[src/design/rpt_pkg.sv]
package rpt_pkg;

   // Table geometry and field widths.
   localparam int DEPTH    = 32;
   localparam int IDX_W    = $clog2(DEPTH);
   localparam int CNT_W    = $clog2(DEPTH + 1);
   localparam int KIND_W   = 2;
   localparam int STATUS_W = 3;
   localparam int PID_W    = 32;
   localparam int STAMP_W  = 32;
   localparam int TYPE_W   = 8;

   localparam logic [STAMP_W-1:0] TIMEOUT_RESET = STAMP_W'(100);

   typedef enum logic [KIND_W-1:0] {
      KIND_ADD   = 2'd0,
      KIND_ACK   = 2'd1,
      KIND_POLL  = 2'd2,
      KIND_CLEAR = 2'd3
   } kind_type;

   typedef enum logic [STATUS_W-1:0] {
      STAT_ADDED     = 3'd0,
      STAT_FULL      = 3'd1,
      STAT_ACKED     = 3'd2,
      STAT_NOT_FOUND = 3'd3,
      STAT_TIMED_OUT = 3'd4,
      STAT_NONE_DUE  = 3'd5,
      STAT_CLEARED   = 3'd6
   } status_type;

   // One stored packet record.
   typedef struct packed {
      logic [TYPE_W-1:0]  ptype;
      logic [STAMP_W-1:0] stamp;
      logic [PID_W-1:0]   pid;
   } entry_type;

   // Control broadcast from the sequencer to every cell of the chain.
   typedef struct packed {
      logic             shift;
      logic             ins_en;
      logic [IDX_W-1:0] ins_idx;
      entry_type        ins_ent;
   } chain_ctl_type;

endpackage

[src/design/rpt_cell.sv]
// One position of the queue. On a shift the cell takes its upstream
// neighbor's record; an insert aimed at this position takes priority.
module rpt_cell
   import rpt_pkg::*;
(
   input  logic          clock,
   input  logic [IDX_W-1:0] cell_idx,
   input  chain_ctl_type ctl,
   input  entry_type     up_ent,
   output entry_type     ent
);

   entry_type ent_ff;
   entry_type ent_in;

   always_comb begin
      ent_in = ent_ff;
      if (ctl.ins_en && (ctl.ins_idx == cell_idx)) begin
         ent_in = ctl.ins_ent;
      end else if (ctl.shift) begin
         ent_in = up_ent;
      end
   end

   always_ff @(posedge clock) begin
      ent_ff <= ent_in;
   end

   assign ent = ent_ff;

endmodule

[src/design/rpt_ctrl.sv]
// Sequencer for the cell chain: decodes transactions, tracks the fill
// count, runs the acknowledge walk and holds the result register.
module rpt_ctrl
   import rpt_pkg::*;
(
   input  logic               clock,
   input  logic               reset,
   input  logic               req_valid,
   output logic               req_ready,
   input  logic [KIND_W-1:0]  req_kind,
   input  entry_type          req_ent,
   input  entry_type          head_ent,
   input  logic               csr_valid,
   output logic               csr_ready,
   input  logic [STAMP_W-1:0] csr_data,
   output chain_ctl_type      ctl,
   output logic               rsp_valid,
   input  logic               rsp_ready,
   output status_type         rsp_status,
   output entry_type          rsp_ent
);

   typedef enum logic {
      S_IDLE,
      S_WALK
   } state_type;

   state_type          state_ff,      state_in;
   logic [CNT_W-1:0]   count_ff,      count_in;
   logic [IDX_W-1:0]   step_ff,       step_in;
   logic               found_ff,      found_in;
   logic               done_ff,       done_in;
   logic [PID_W-1:0]   key_ff,        key_in;
   logic [STAMP_W-1:0] timeout_ff,    timeout_in;
   logic               rsp_valid_ff,  rsp_valid_in;
   status_type         rsp_status_ff, rsp_status_in;
   entry_type          rsp_ent_ff,    rsp_ent_in;

   logic               accept;
   logic               hit;
   logic               stop;
   logic [STAMP_W-1:0] age;

   assign req_ready = (state_ff == S_IDLE) && (!rsp_valid_ff || rsp_ready);
   assign accept    = req_valid && req_ready;
   assign csr_ready = 1'b1;
   assign hit       = !done_ff && (head_ent.pid == key_ff);
   assign stop      = !done_ff && (head_ent.pid > key_ff);
   assign age       = req_ent.stamp - head_ent.stamp;

   always_comb begin
      state_in      = state_ff;
      count_in      = count_ff;
      step_in       = step_ff;
      found_in      = found_ff;
      done_in       = done_ff;
      key_in        = key_ff;
      timeout_in    = timeout_ff;
      rsp_valid_in  = rsp_valid_ff;
      rsp_status_in = rsp_status_ff;
      rsp_ent_in    = rsp_ent_ff;

      ctl         = '0;
      ctl.ins_ent = req_ent;

      if (csr_valid) begin
         timeout_in = csr_data;
      end
      if (rsp_valid_ff && rsp_ready) begin
         rsp_valid_in = 1'b0;
      end

      case (state_ff)
         S_IDLE: begin
            if (accept) begin
               rsp_ent_in = '0;
               case (kind_type'(req_kind))
                  KIND_ADD: begin
                     rsp_valid_in = 1'b1;
                     if (count_ff < CNT_W'(DEPTH)) begin
                        ctl.ins_en    = 1'b1;
                        ctl.ins_idx   = count_ff[IDX_W-1:0];
                        count_in      = count_ff + CNT_W'(1);
                        rsp_status_in = STAT_ADDED;
                     end else begin
                        rsp_status_in = STAT_FULL;
                     end
                  end
                  KIND_ACK: begin
                     if (count_ff == '0) begin
                        rsp_valid_in  = 1'b1;
                        rsp_status_in = STAT_NOT_FOUND;
                     end else begin
                        state_in = S_WALK;
                        key_in   = req_ent.pid;
                        step_in  = '0;
                        found_in = 1'b0;
                        done_in  = 1'b0;
                     end
                  end
                  KIND_POLL: begin
                     rsp_valid_in = 1'b1;
                     if ((count_ff != '0) && (age >= timeout_ff)) begin
                        ctl.shift     = 1'b1;
                        count_in      = count_ff - CNT_W'(1);
                        rsp_status_in = STAT_TIMED_OUT;
                        rsp_ent_in    = head_ent;
                     end else begin
                        rsp_status_in = STAT_NONE_DUE;
                     end
                  end
                  KIND_CLEAR: begin
                     rsp_valid_in  = 1'b1;
                     count_in      = '0;
                     rsp_status_in = STAT_CLEARED;
                  end
                  default: begin
                     rsp_valid_in  = 1'b1;
                     rsp_status_in = STAT_CLEARED;
                  end
               endcase
            end
         end
         S_WALK: begin
            // The oldest record leaves the head cell each cycle and is fed
            // back behind the live entries, unless it is the one acked.
            ctl.shift = 1'b1;
            if (hit) begin
               found_in   = 1'b1;
               done_in    = 1'b1;
               rsp_ent_in = head_ent;
            end else begin
               ctl.ins_en  = 1'b1;
               ctl.ins_idx = IDX_W'(count_ff - CNT_W'(1) - CNT_W'(found_ff));
               ctl.ins_ent = head_ent;
            end
            if (stop) begin
               done_in = 1'b1;
            end
            step_in = step_ff + IDX_W'(1);
            if (step_ff == IDX_W'(count_ff - CNT_W'(1))) begin
               state_in      = S_IDLE;
               rsp_valid_in  = 1'b1;
               rsp_status_in = found_in ? STAT_ACKED : STAT_NOT_FOUND;
               count_in      = count_ff - CNT_W'(found_in);
            end
         end
         default: begin
            state_in = S_IDLE;
         end
      endcase
   end

   always_ff @(posedge clock) begin
      if (reset) begin
         state_ff     <= S_IDLE;
         count_ff     <= '0;
         timeout_ff   <= TIMEOUT_RESET;
         rsp_valid_ff <= 1'b0;
      end else begin
         state_ff     <= state_in;
         count_ff     <= count_in;
         timeout_ff   <= timeout_in;
         rsp_valid_ff <= rsp_valid_in;
      end
      step_ff       <= step_in;
      found_ff      <= found_in;
      done_ff       <= done_in;
      key_ff        <= key_in;
      rsp_status_ff <= rsp_status_in;
      rsp_ent_ff    <= rsp_ent_in;
   end

   assign rsp_valid  = rsp_valid_ff;
   assign rsp_status = rsp_status_ff;
   assign rsp_ent    = rsp_ent_ff;

`ifndef SYNTHESIS
   a_count_bound: assert property (@(posedge clock) disable iff (reset)
      count_ff <= CNT_W'(DEPTH))
      else $error("fill count beyond table depth");

   a_ack_walks: assert property (@(posedge clock) disable iff (reset)
      (accept && (req_kind == KIND_ACK) && (count_ff != '0)) |=>
         (!rsp_valid_ff && (state_ff == S_WALK)))
      else $error("acknowledge on a filled table did not start a walk");

   a_walk_removes_one: assert property (@(posedge clock) disable iff (reset)
      (state_ff == S_WALK) |=>
         ((count_ff == $past(count_ff)) || (count_ff == $past(count_ff) - CNT_W'(1))))
      else $error("walk changed the fill count by more than one");

   a_add_grows: assert property (@(posedge clock) disable iff (reset)
      (accept && (req_kind == KIND_ADD) && (count_ff < CNT_W'(DEPTH))) |=>
         ((count_ff == $past(count_ff) + CNT_W'(1)) && (rsp_status_ff == STAT_ADDED)))
      else $error("add with room did not append");
`endif

endmodule

[src/design/retransmit_pending_table_unit.sv]
// Retransmit pending table: holds up to DEPTH packets that still wait for an
// acknowledgement, oldest first, in a row of cells that each hold one record
// (packet id, send time, packet type). Every request transaction yields exactly
// one response transaction. An add, a poll or a clear is answered straight from
// the idle state. An acknowledge on a non-empty table first walks the ring: the
// records rotate through the head cell one per cycle, the head is compared with
// the id, and the matching record is dropped from the ring while the others
// return to the tail, so the walk length is set by the fill count. Requests are
// not taken during that walk. The response sits in an output register, and a
// new request is accepted in the same cycle that a pending response is taken.
// The timeout register is written through the csr channel, which is always
// ready; it resets to 100.
module retransmit_pending_table_unit
   import rpt_pkg::*;
(
   input  logic               clock,
   input  logic               reset,

   // Request transactions.
   input  logic               req_tvalid,
   output logic               req_tready,
   input  logic [KIND_W-1:0]  req_tuser,  // [1:0] kind
   input  logic [71:0]        req_tdata,  // [31:0] key_pid, [63:32] stamp, [71:64] pkt_type

   // Response transactions.
   output logic               rsp_tvalid,
   input  logic               rsp_tready,
   output logic [STATUS_W-1:0] rsp_tuser, // [2:0] status
   output logic [71:0]        rsp_tdata,  // [31:0] out_pid, [63:32] out_stamp, [71:64] out_type

   // Timeout register writes.
   input  logic               csr_valid,
   output logic               csr_ready,
   input  logic [STAMP_W-1:0] csr_data
);

   entry_type     req_ent;
   entry_type     rsp_ent;
   status_type    rsp_status;
   chain_ctl_type ctl;
   entry_type     cell_ent [DEPTH];

   assign req_ent.pid   = req_tdata[31:0];
   assign req_ent.stamp = req_tdata[63:32];
   assign req_ent.ptype = req_tdata[71:64];

   // The cell chain: cell 0 holds the oldest entry, and a shift moves every
   // record one position toward it. The last cell recirculates its own record.
   for (genvar i = 0; i < DEPTH; i++) begin : g_cell
      entry_type up_ent;
      if (i == DEPTH - 1) begin : g_last
         assign up_ent = cell_ent[i];
      end else begin : g_mid
         assign up_ent = cell_ent[i+1];
      end
      rpt_cell u_cell (
         .clock    (clock),
         .cell_idx (IDX_W'(i)),
         .ctl      (ctl),
         .up_ent   (up_ent),
         .ent      (cell_ent[i])
      );
   end

   rpt_ctrl u_ctrl (
      .clock      (clock),
      .reset      (reset),
      .req_valid  (req_tvalid),
      .req_ready  (req_tready),
      .req_kind   (req_tuser),
      .req_ent    (req_ent),
      .head_ent   (cell_ent[0]),
      .csr_valid  (csr_valid),
      .csr_ready  (csr_ready),
      .csr_data   (csr_data),
      .ctl        (ctl),
      .rsp_valid  (rsp_tvalid),
      .rsp_ready  (rsp_tready),
      .rsp_status (rsp_status),
      .rsp_ent    (rsp_ent)
   );

   assign rsp_tuser = rsp_status;
   assign rsp_tdata = {rsp_ent.ptype, rsp_ent.stamp, rsp_ent.pid};

endmodule

[config.mk]
export PLATFORM = sky130hd
export DESIGN_NAME = retransmit_pending_table_unit
export DESIGN_NICKNAME = d
export VERILOG_FILES = /design/src/design/rpt_pkg.sv /design/src/design/rpt_cell.sv /design/src/design/rpt_ctrl.sv /design/src/design/retransmit_pending_table_unit.sv
export SDC_FILE = /design/constraint.sdc
export NUM_CORES = 2
export LEC_CHECK = 0
export BUFFER_PORTS_ARGS = -buffer_cell sky130_fd_sc_hd__buf_4
export CAP_MARGIN = 40
export CORE_AREA = 3 3 646 648
export DETAILED_ROUTE_END_ITERATION = 8
export DIE_AREA = 0 0 649 651
export HOLD_SLACK_MARGIN = 0.1
export PLACE_DENSITY_LB_ADDON = 0.25
export SLEW_MARGIN = 20
export SYNTH_ARGS = -nofsm -noshare
export SYNTH_HDL_FRONTEND = slang
export SYNTH_SLANG_ARGS = --single-unit
[constraint.sdc]
create_clock -name clock -period 12.5 [get_ports clock]
set_input_delay 2.5 -clock clock [delete_from_list [all_inputs] [get_ports clock]]
set_output_delay 2.5 -clock clock [all_outputs]
set_load 0.005 [all_outputs]
Yosys cells after proc, flatten, opt, wreduce, memory -nomap -nowiden
Index checks and enable logic that the tools add are counted.
Storage, ports and cells
  input bits: 111
  word-level logic and storage cells: 361
  bits in registers: 2458
  output and inout bits: 78
Cells by class
  reduce and logical (&&, ||, !) cells: 83
  order comparisons: 3
  equality and inequality tests: 46
  bitwise logic cells: 2
  add/subtract/negate cells: 6
  multiplexer cells: 113
Operators by type and width (count)
  72-bit two-way mux: 67
  72-bit case mux with 2 select lines: 1
  5-bit equality test (second input constant): 16
  78-bit two-way mux: 1
  2-bit nonzero test: 31
  5-bit by 4-bit equality test with 1-bit output (second input constant): 8
  1-bit logical AND: 38
  6-bit two-way mux: 6
  32-bit equality test: 1
  32-bit greater-or-equal comparator: 1
  32-bit > comparator: 1
  32-bit subtractor: 1
  5-bit by 3-bit equality test with 1-bit output (second input constant): 4
  1-bit two-way mux: 20
  6-bit case mux with 3 select lines: 1
  5-bit two-way mux: 3
  7-bit case mux with 2 select lines: 1
  3-bit != test (second input constant): 4
  3-bit case mux with 4 select lines: 1
  6-bit case mux with 2 select lines: 1
  5-bit by 2-bit equality test with 1-bit output (second input constant): 2
  1-bit case mux with 2 select lines: 5
  5-bit case mux with 2 select lines: 1
  3-bit two-way mux: 3
  other kinds (27): 35

Depth between registers and ports, before layout
  depth after elaboration: 10
  depth in mapped cells: 22
  gate-level depth less buffers: 21

Modules after synthesis
From an unflattened synthesis, not the netlist that was laid out.
Unflattened totals
  cells, all modules: 6234
  area, all modules: 110307.0 µm²
Modules (own cells, without submodules)
  rpt_cell: cells an instance 159, seq. area each 2162.1 µm², area an instance 3124.2 µm², times used 32
  rpt_ctrl: cells an instance 1144, seq. area each 4224.1 µm², area an instance 10323.7 µm², times used 1
  retransmit_pending_table_unit: cells an instance 2, seq. area each 0.0 µm², area an instance 7.5 µm², times used 1

Worst setup path after synthesis
Ideal clock, no wire load.
  kind: in2reg
  from: in req_tdata[32]
  to: reg g_cell[5].u_cell.ent_ff, in the netlist g_cell[5].u_cell.ent[0], enable pin
  arrival: 9215 ps
  buffers on the path: 1
  stages: 19
  library setup time: 602 ps
  data required time: 11898 ps
  slack: 2683 ps
  cells stage by stage: inv_1 ha_1 inv_1 fa_1 a211oi_1 o21ai_0 a2111oi_0 o211ai_1 a31oi_1 o21ai_0 a311oi_1 xnor2_1 ha_1 nand4_1 or2_2 o41ai_1 a41oi_1 clkbuf_1 o21ai_0
On the way
  cells in the longest elaborated chain, start to end: 8
RTL lines
  from (decl): RTL line retransmit_pending_table_unit.sv:23  | input logic [71:0] req_tdata,
  32-bit subtractor: RTL line rpt_ctrl.sv:49  | assign age = req_ent.stamp - head_ent.stamp;
  32-bit greater-or-equal comparator: RTL line rpt_ctrl.sv:103  | if ((count_ff != '0) && (age >= timeout_ff)) begin
  1-bit logical AND: RTL line rpt_ctrl.sv:103
  1-bit two-way mux: RTL line rpt_ctrl.sv:103
  1-bit two-way mux: RTL line rpt_ctrl.sv:77  | case (kind_type'(req_kind))
  7-bit two-way mux: RTL line rpt_ctrl.sv:75  | if (accept) begin
  7-bit case mux with 2 select lines: RTL line rpt_ctrl.sv:73  | case (state_ff)
  2-bit nonzero test (no line)
  to (signal assigned): RTL line rpt_cell.sv:26  | ent_ff <= ent_in;
  to (decl): RTL line rpt_cell.sv:13  | entry_type ent_ff;
No other way between the ends.
A chain may end at the register's enable or synchronous reset.

Worst setup path in the final report
  from: in req_tdata[32]
  to: reg g_cell[16].u_cell.ent_ff, in the netlist g_cell[16].u_cell.ent[13], enable pin
On the way
  cells in the longest elaborated chain, start to end: 8
RTL lines (RTL line)
  32-bit subtractor: rpt_ctrl.sv:49
  32-bit greater-or-equal comparator: rpt_ctrl.sv:103
  1-bit logical AND: rpt_ctrl.sv:103
  1-bit two-way mux: rpt_ctrl.sv:103
  1-bit two-way mux: rpt_ctrl.sv:77
  7-bit two-way mux: rpt_ctrl.sv:75
  7-bit case mux with 2 select lines: rpt_ctrl.sv:73
  2-bit nonzero test (no line)
  to (signal assigned): rpt_cell.sv:26
  to (decl): rpt_cell.sv:13
No other way between the ends.

==> flow_summary.ini <==
[outcome]
status = finished, final reports clean

[logic_synthesis]
async_flop_share_pct = 0
synth_cell_types = 73
synth_top_family_by_area = compound AO/OA/AOI/OAI gates
synth-compound-area-share_pct = 11.86
synthTopCellsByArea = edfxtp_1 (71%), a21oi_1 (5.5%), o21ai_0 (5.2%), nor2_1 (4.3%), nand2_1 (4.2%)
ys_ff_latch = 2458
syn_nets = 8795
synth_top_area_share_pct = 70.52
synth.area.mux_share_pct = 1.789
syn_avg_cell_area_sq_um = 12.01
netlist_area_sq_um = 103000
yosys.area_share.simple_pct = 9.579
synth_ff_type = edfxtp_1
ys_seq_area_share_pct = 71.30
synth_top_area_cell = edfxtp_1
synth_common_cells = edfxtp_1 (2418), nor2_1 (1184), nand2_1 (1151)
synth_edf_count = 2418
ys_warn_count = 0
synthCells = 8575
yosysMostFrequentCell = edfxtp_1
synth_xor_area_share_pct = 0.3488
post_synth_fa_ha_maj_area_fraction_pct = 1.332

[final_layout]
final_area_sq_um = 120100
syn2layout_area_growth_pct = 16.67
ff_latch_area_sq_um = 73410
multiInputGateArea_sq_um = 26980
utilization_pct = 29.12
drive_above_1_share_pct = 10.68
final_nets = 8701
nFillCells = 42130

[sta]
rsz0062_at_grt = no
tns_ps = 0
max_slew_margin_pct = 41.42
timing.final.ws_setup_ps = 3690
finalCriticalPeriod_ps = 8810
slew_violations = 0
fin_skew_ps = 70.18
hold_ws_ps = 490.9
finalSetupViolCount = 0
fmax_ghz = 0.1135
min_period_over_period_pct = 70.48
finalHoldViolCount = 0
tightest_slew_ps = 878.7

[power_and_ir_drop]
max-vdd-ir-drop_v = 0.00009016
seqPwrFrac_pct = 50.4
netSwitchingPower_uw = 4831
leakage_uw = 0.04195
internal_power_uw = 14840
powerDensity_nw_per_um2 = 163.8
swShare_pct = 24.56
clkPwrFrac_pct = 40.6
power_frac_comb_pct = 8.9

[place]
dpl-instance-area_sq_um = 111100
gp_congestion = 0.8575
portBuffers = 187
hpwl_mm = 190.1
place_ws_ps = 2843

[critical_path]
r2r_slack_ps = 5040
cp-start-kind = input port
endpoint_kind = flop
crit_top_cell = buf_4
slowest_stage = o41ai_2
regToRegEndpoint = g_cell[16].u_cell.ent[13]$_DFFE_PP_
path_class = in2reg
ff2ff_path_depth = 21
critPathBufInv = 7
cp.required_ps = 13030
path_delay_family = compound AO/OA/AOI/OAI gates
r2r_start = g_cell[0].u_cell.ent[32]$_DFFE_PP_
cp.arrival_ps = 9340
cp_max_fo = 35
slowest_delay_ps = 780
critical_path.cell_chain = buf_4 -> inv_1 -> ha_1 -> inv_1 -> fa_1 -> a211oi_1 -> o21ai_0 -> a2111oi_0 -> buf_4 -> o211ai_1 -> a31oi_1 -> o21ai_0 -> a311oi_1 -> xnor2_1 -> ha_1 -> nand4_1 -> or2_2 -> o41ai_2 -> buf_4 -> a41oi_4 -> buf_12 -> nand2b_4 -> buf_4

[drt]
totalWireLength_mm = 300.6
final_antenna_net_count = 0
wl_per_cell_um = 21.21
vias = 66640
drt_first_pass_iters = 7
drt_iter0_drc = 5377
vias_per_cell = 4.703
drc_errors = 0

[min_path]
hold_start = u_ctrl.timeout_ff[6]$_SDFFE_PP1P_
hold_depth = 2
worstHoldEndpoint = u_ctrl.timeout_ff[6]$_SDFFE_PP1P_
hold_path_class = reg2reg

[global_routing]
grt_use_met2_pct = 25.30
gr-total-overflow = 0
grt_pass1_wl_mm = 449.6
grt_use_met3_pct = 1.845
grt_use_total_pct = 13.71
grt_busiest_layer = met2
grt_pass1_vias = 70310
met1_usage_pct = 16.84
grt_max_degree = 146
antenna_found_initial = 11

[clock_network]
clockBufferDepth = 4
cts_root_buf = clkbuf_16
postCtsSetupBuffers = 0
numCtsBuffers = 283
insertion_delay_ps = 900
h-tree-depth = 5
holdBufCountCts = 0
clkSinkCount = 2458
cts_tree = done
clk_pin_slew_worst_paths_ps = 60
post_cts_resized = 0

[flow_run]
cap_violations = 0

[floorplanning]
die_h_um = 651
row_count = 236
io_pins = 189
initial_core_util_pct = 24.96
core_area_sq_um = 412500
die-area_sq_um = 422500
die_x_um = 649
layout make-up:
cell class                 instances  area share (%)
timing repair buffer             352           2.815
inverter                         188          0.5875
tap                             5474           5.702
clock buffer                     363           6.315
multi-input combinational       5198           22.46
sequential                      2458           61.12
antenna                            5         0.01042
clock inverter                   134          0.9927
stage by stage:
stage          instances  total power, uW
6_report           14170            19670
5_1_grt            14170            20450
4_1_cts            14160            19940
3_5_place_dp       13660            11880
3_3_place_gp       13620            11840
2_1_floorplan       8575            11010
kinds of logic after synthesis:
family,Yosys count
simple gates,2510
xor+xnor,41
mux,175
fa+ha+maj,109
flops,2458
compound gates,2362
buf+inv,919
other cells,1
worst min-delay path, delay by kind of cell (launching register included):
| kind | cells | cell delay [ps] |
|---|---|---|
| flops | 1 | 290 |
| buf+inv | 1 | 70 |
| compound gates | 1 | 80 |
power groups by stage:
stage | logic (uW) | registers (uW) | clock network (uW)
4_1_cts | 1790 | 9930 | 8210
2_1_floorplan | 976 | 10000 | 0
6_report | 1760 | 9920 | 7990
5_1_grt | 1940 | 9960 | 8550
3_3_place_gp | 1730 | 10100 | 0
3_5_place_dp | 1780 | 10100 | 0
flip-flops by register name, indices dropped and copies added (netlist names):
| register | cells |
|---|---|
| g_cell.u_cell.ent | 2304 |
| u_ctrl.rsp_ent | 72 |
| u_ctrl.key_ff | 32 |
| u_ctrl.timeout_ff | 32 |
| u_ctrl.count_ff | 6 |
| u_ctrl.step_ff | 5 |
| u_ctrl.rsp_status | 3 |
| u_ctrl.done_ff | 1 |
| u_ctrl.found_ff | 1 |
| u_ctrl.rsp_valid | 1 |
| u_ctrl.state_ff | 1 |
layer usage:
metal / wire (um) / part of all wire, % / vias to the layer above
met5: 1 / 0.00033 / -
met4: 6488 / 2.2 / 2
met3: 11830 / 3.9 / 406
met2: 157800 / 52 / 1505
met1: 124500 / 41 / 34380
li1: - / - / 30350
cells in the final DEF (no fill, tap or decap), drive strengths merged, types with 20 or more instances in the layout:
cell type / synthesis / layout
nand2: 1159 / 1159
inv: 188 / 201
dfxtp: 40 / 40
mux2: 72 / 72
a21oi: 1139 / 1139
xnor2: 30 / 30
nor2: 1185 / 1185
o21ai: 1111 / 1111
nand3: 20 / 20
nor2b: 49 / 49
nand2b: 20 / 20
buf: 276 / 352
mux2i: 103 / 103
clkbuf: 455 / 363
clkinv: 0 / 103
edfxtp: 2418 / 2418
ha: 108 / 108
how the worst max path moves through the flow:
| stage | to | cells past startpoint | from |
|---|---|---|---|
| 6_report | g_cell[16].u_cell.ent[13]$_DFFE_PP_ | 23 | req_tdata[32] |
| 5_1_grt | g_cell[16].u_cell.ent[13]$_DFFE_PP_ | 23 | req_tdata[32] |
| 4_1_cts | g_cell[16].u_cell.ent[13]$_DFFE_PP_ | 23 | req_tdata[32] |
| 3_5_place_dp | g_cell[16].u_cell.ent[16]$_DFFE_PP_ | 23 | req_tdata[32] |
| 3_3_place_gp | g_cell[20].u_cell.ent[21]$_DFFE_PP_ | 22 | req_tdata[32] |
| 2_1_floorplan | g_cell[5].u_cell.ent[0]$_DFFE_PP_ | 19 | req_tdata[32] |
No activity file was read; power rests on OpenSTA's default activity.
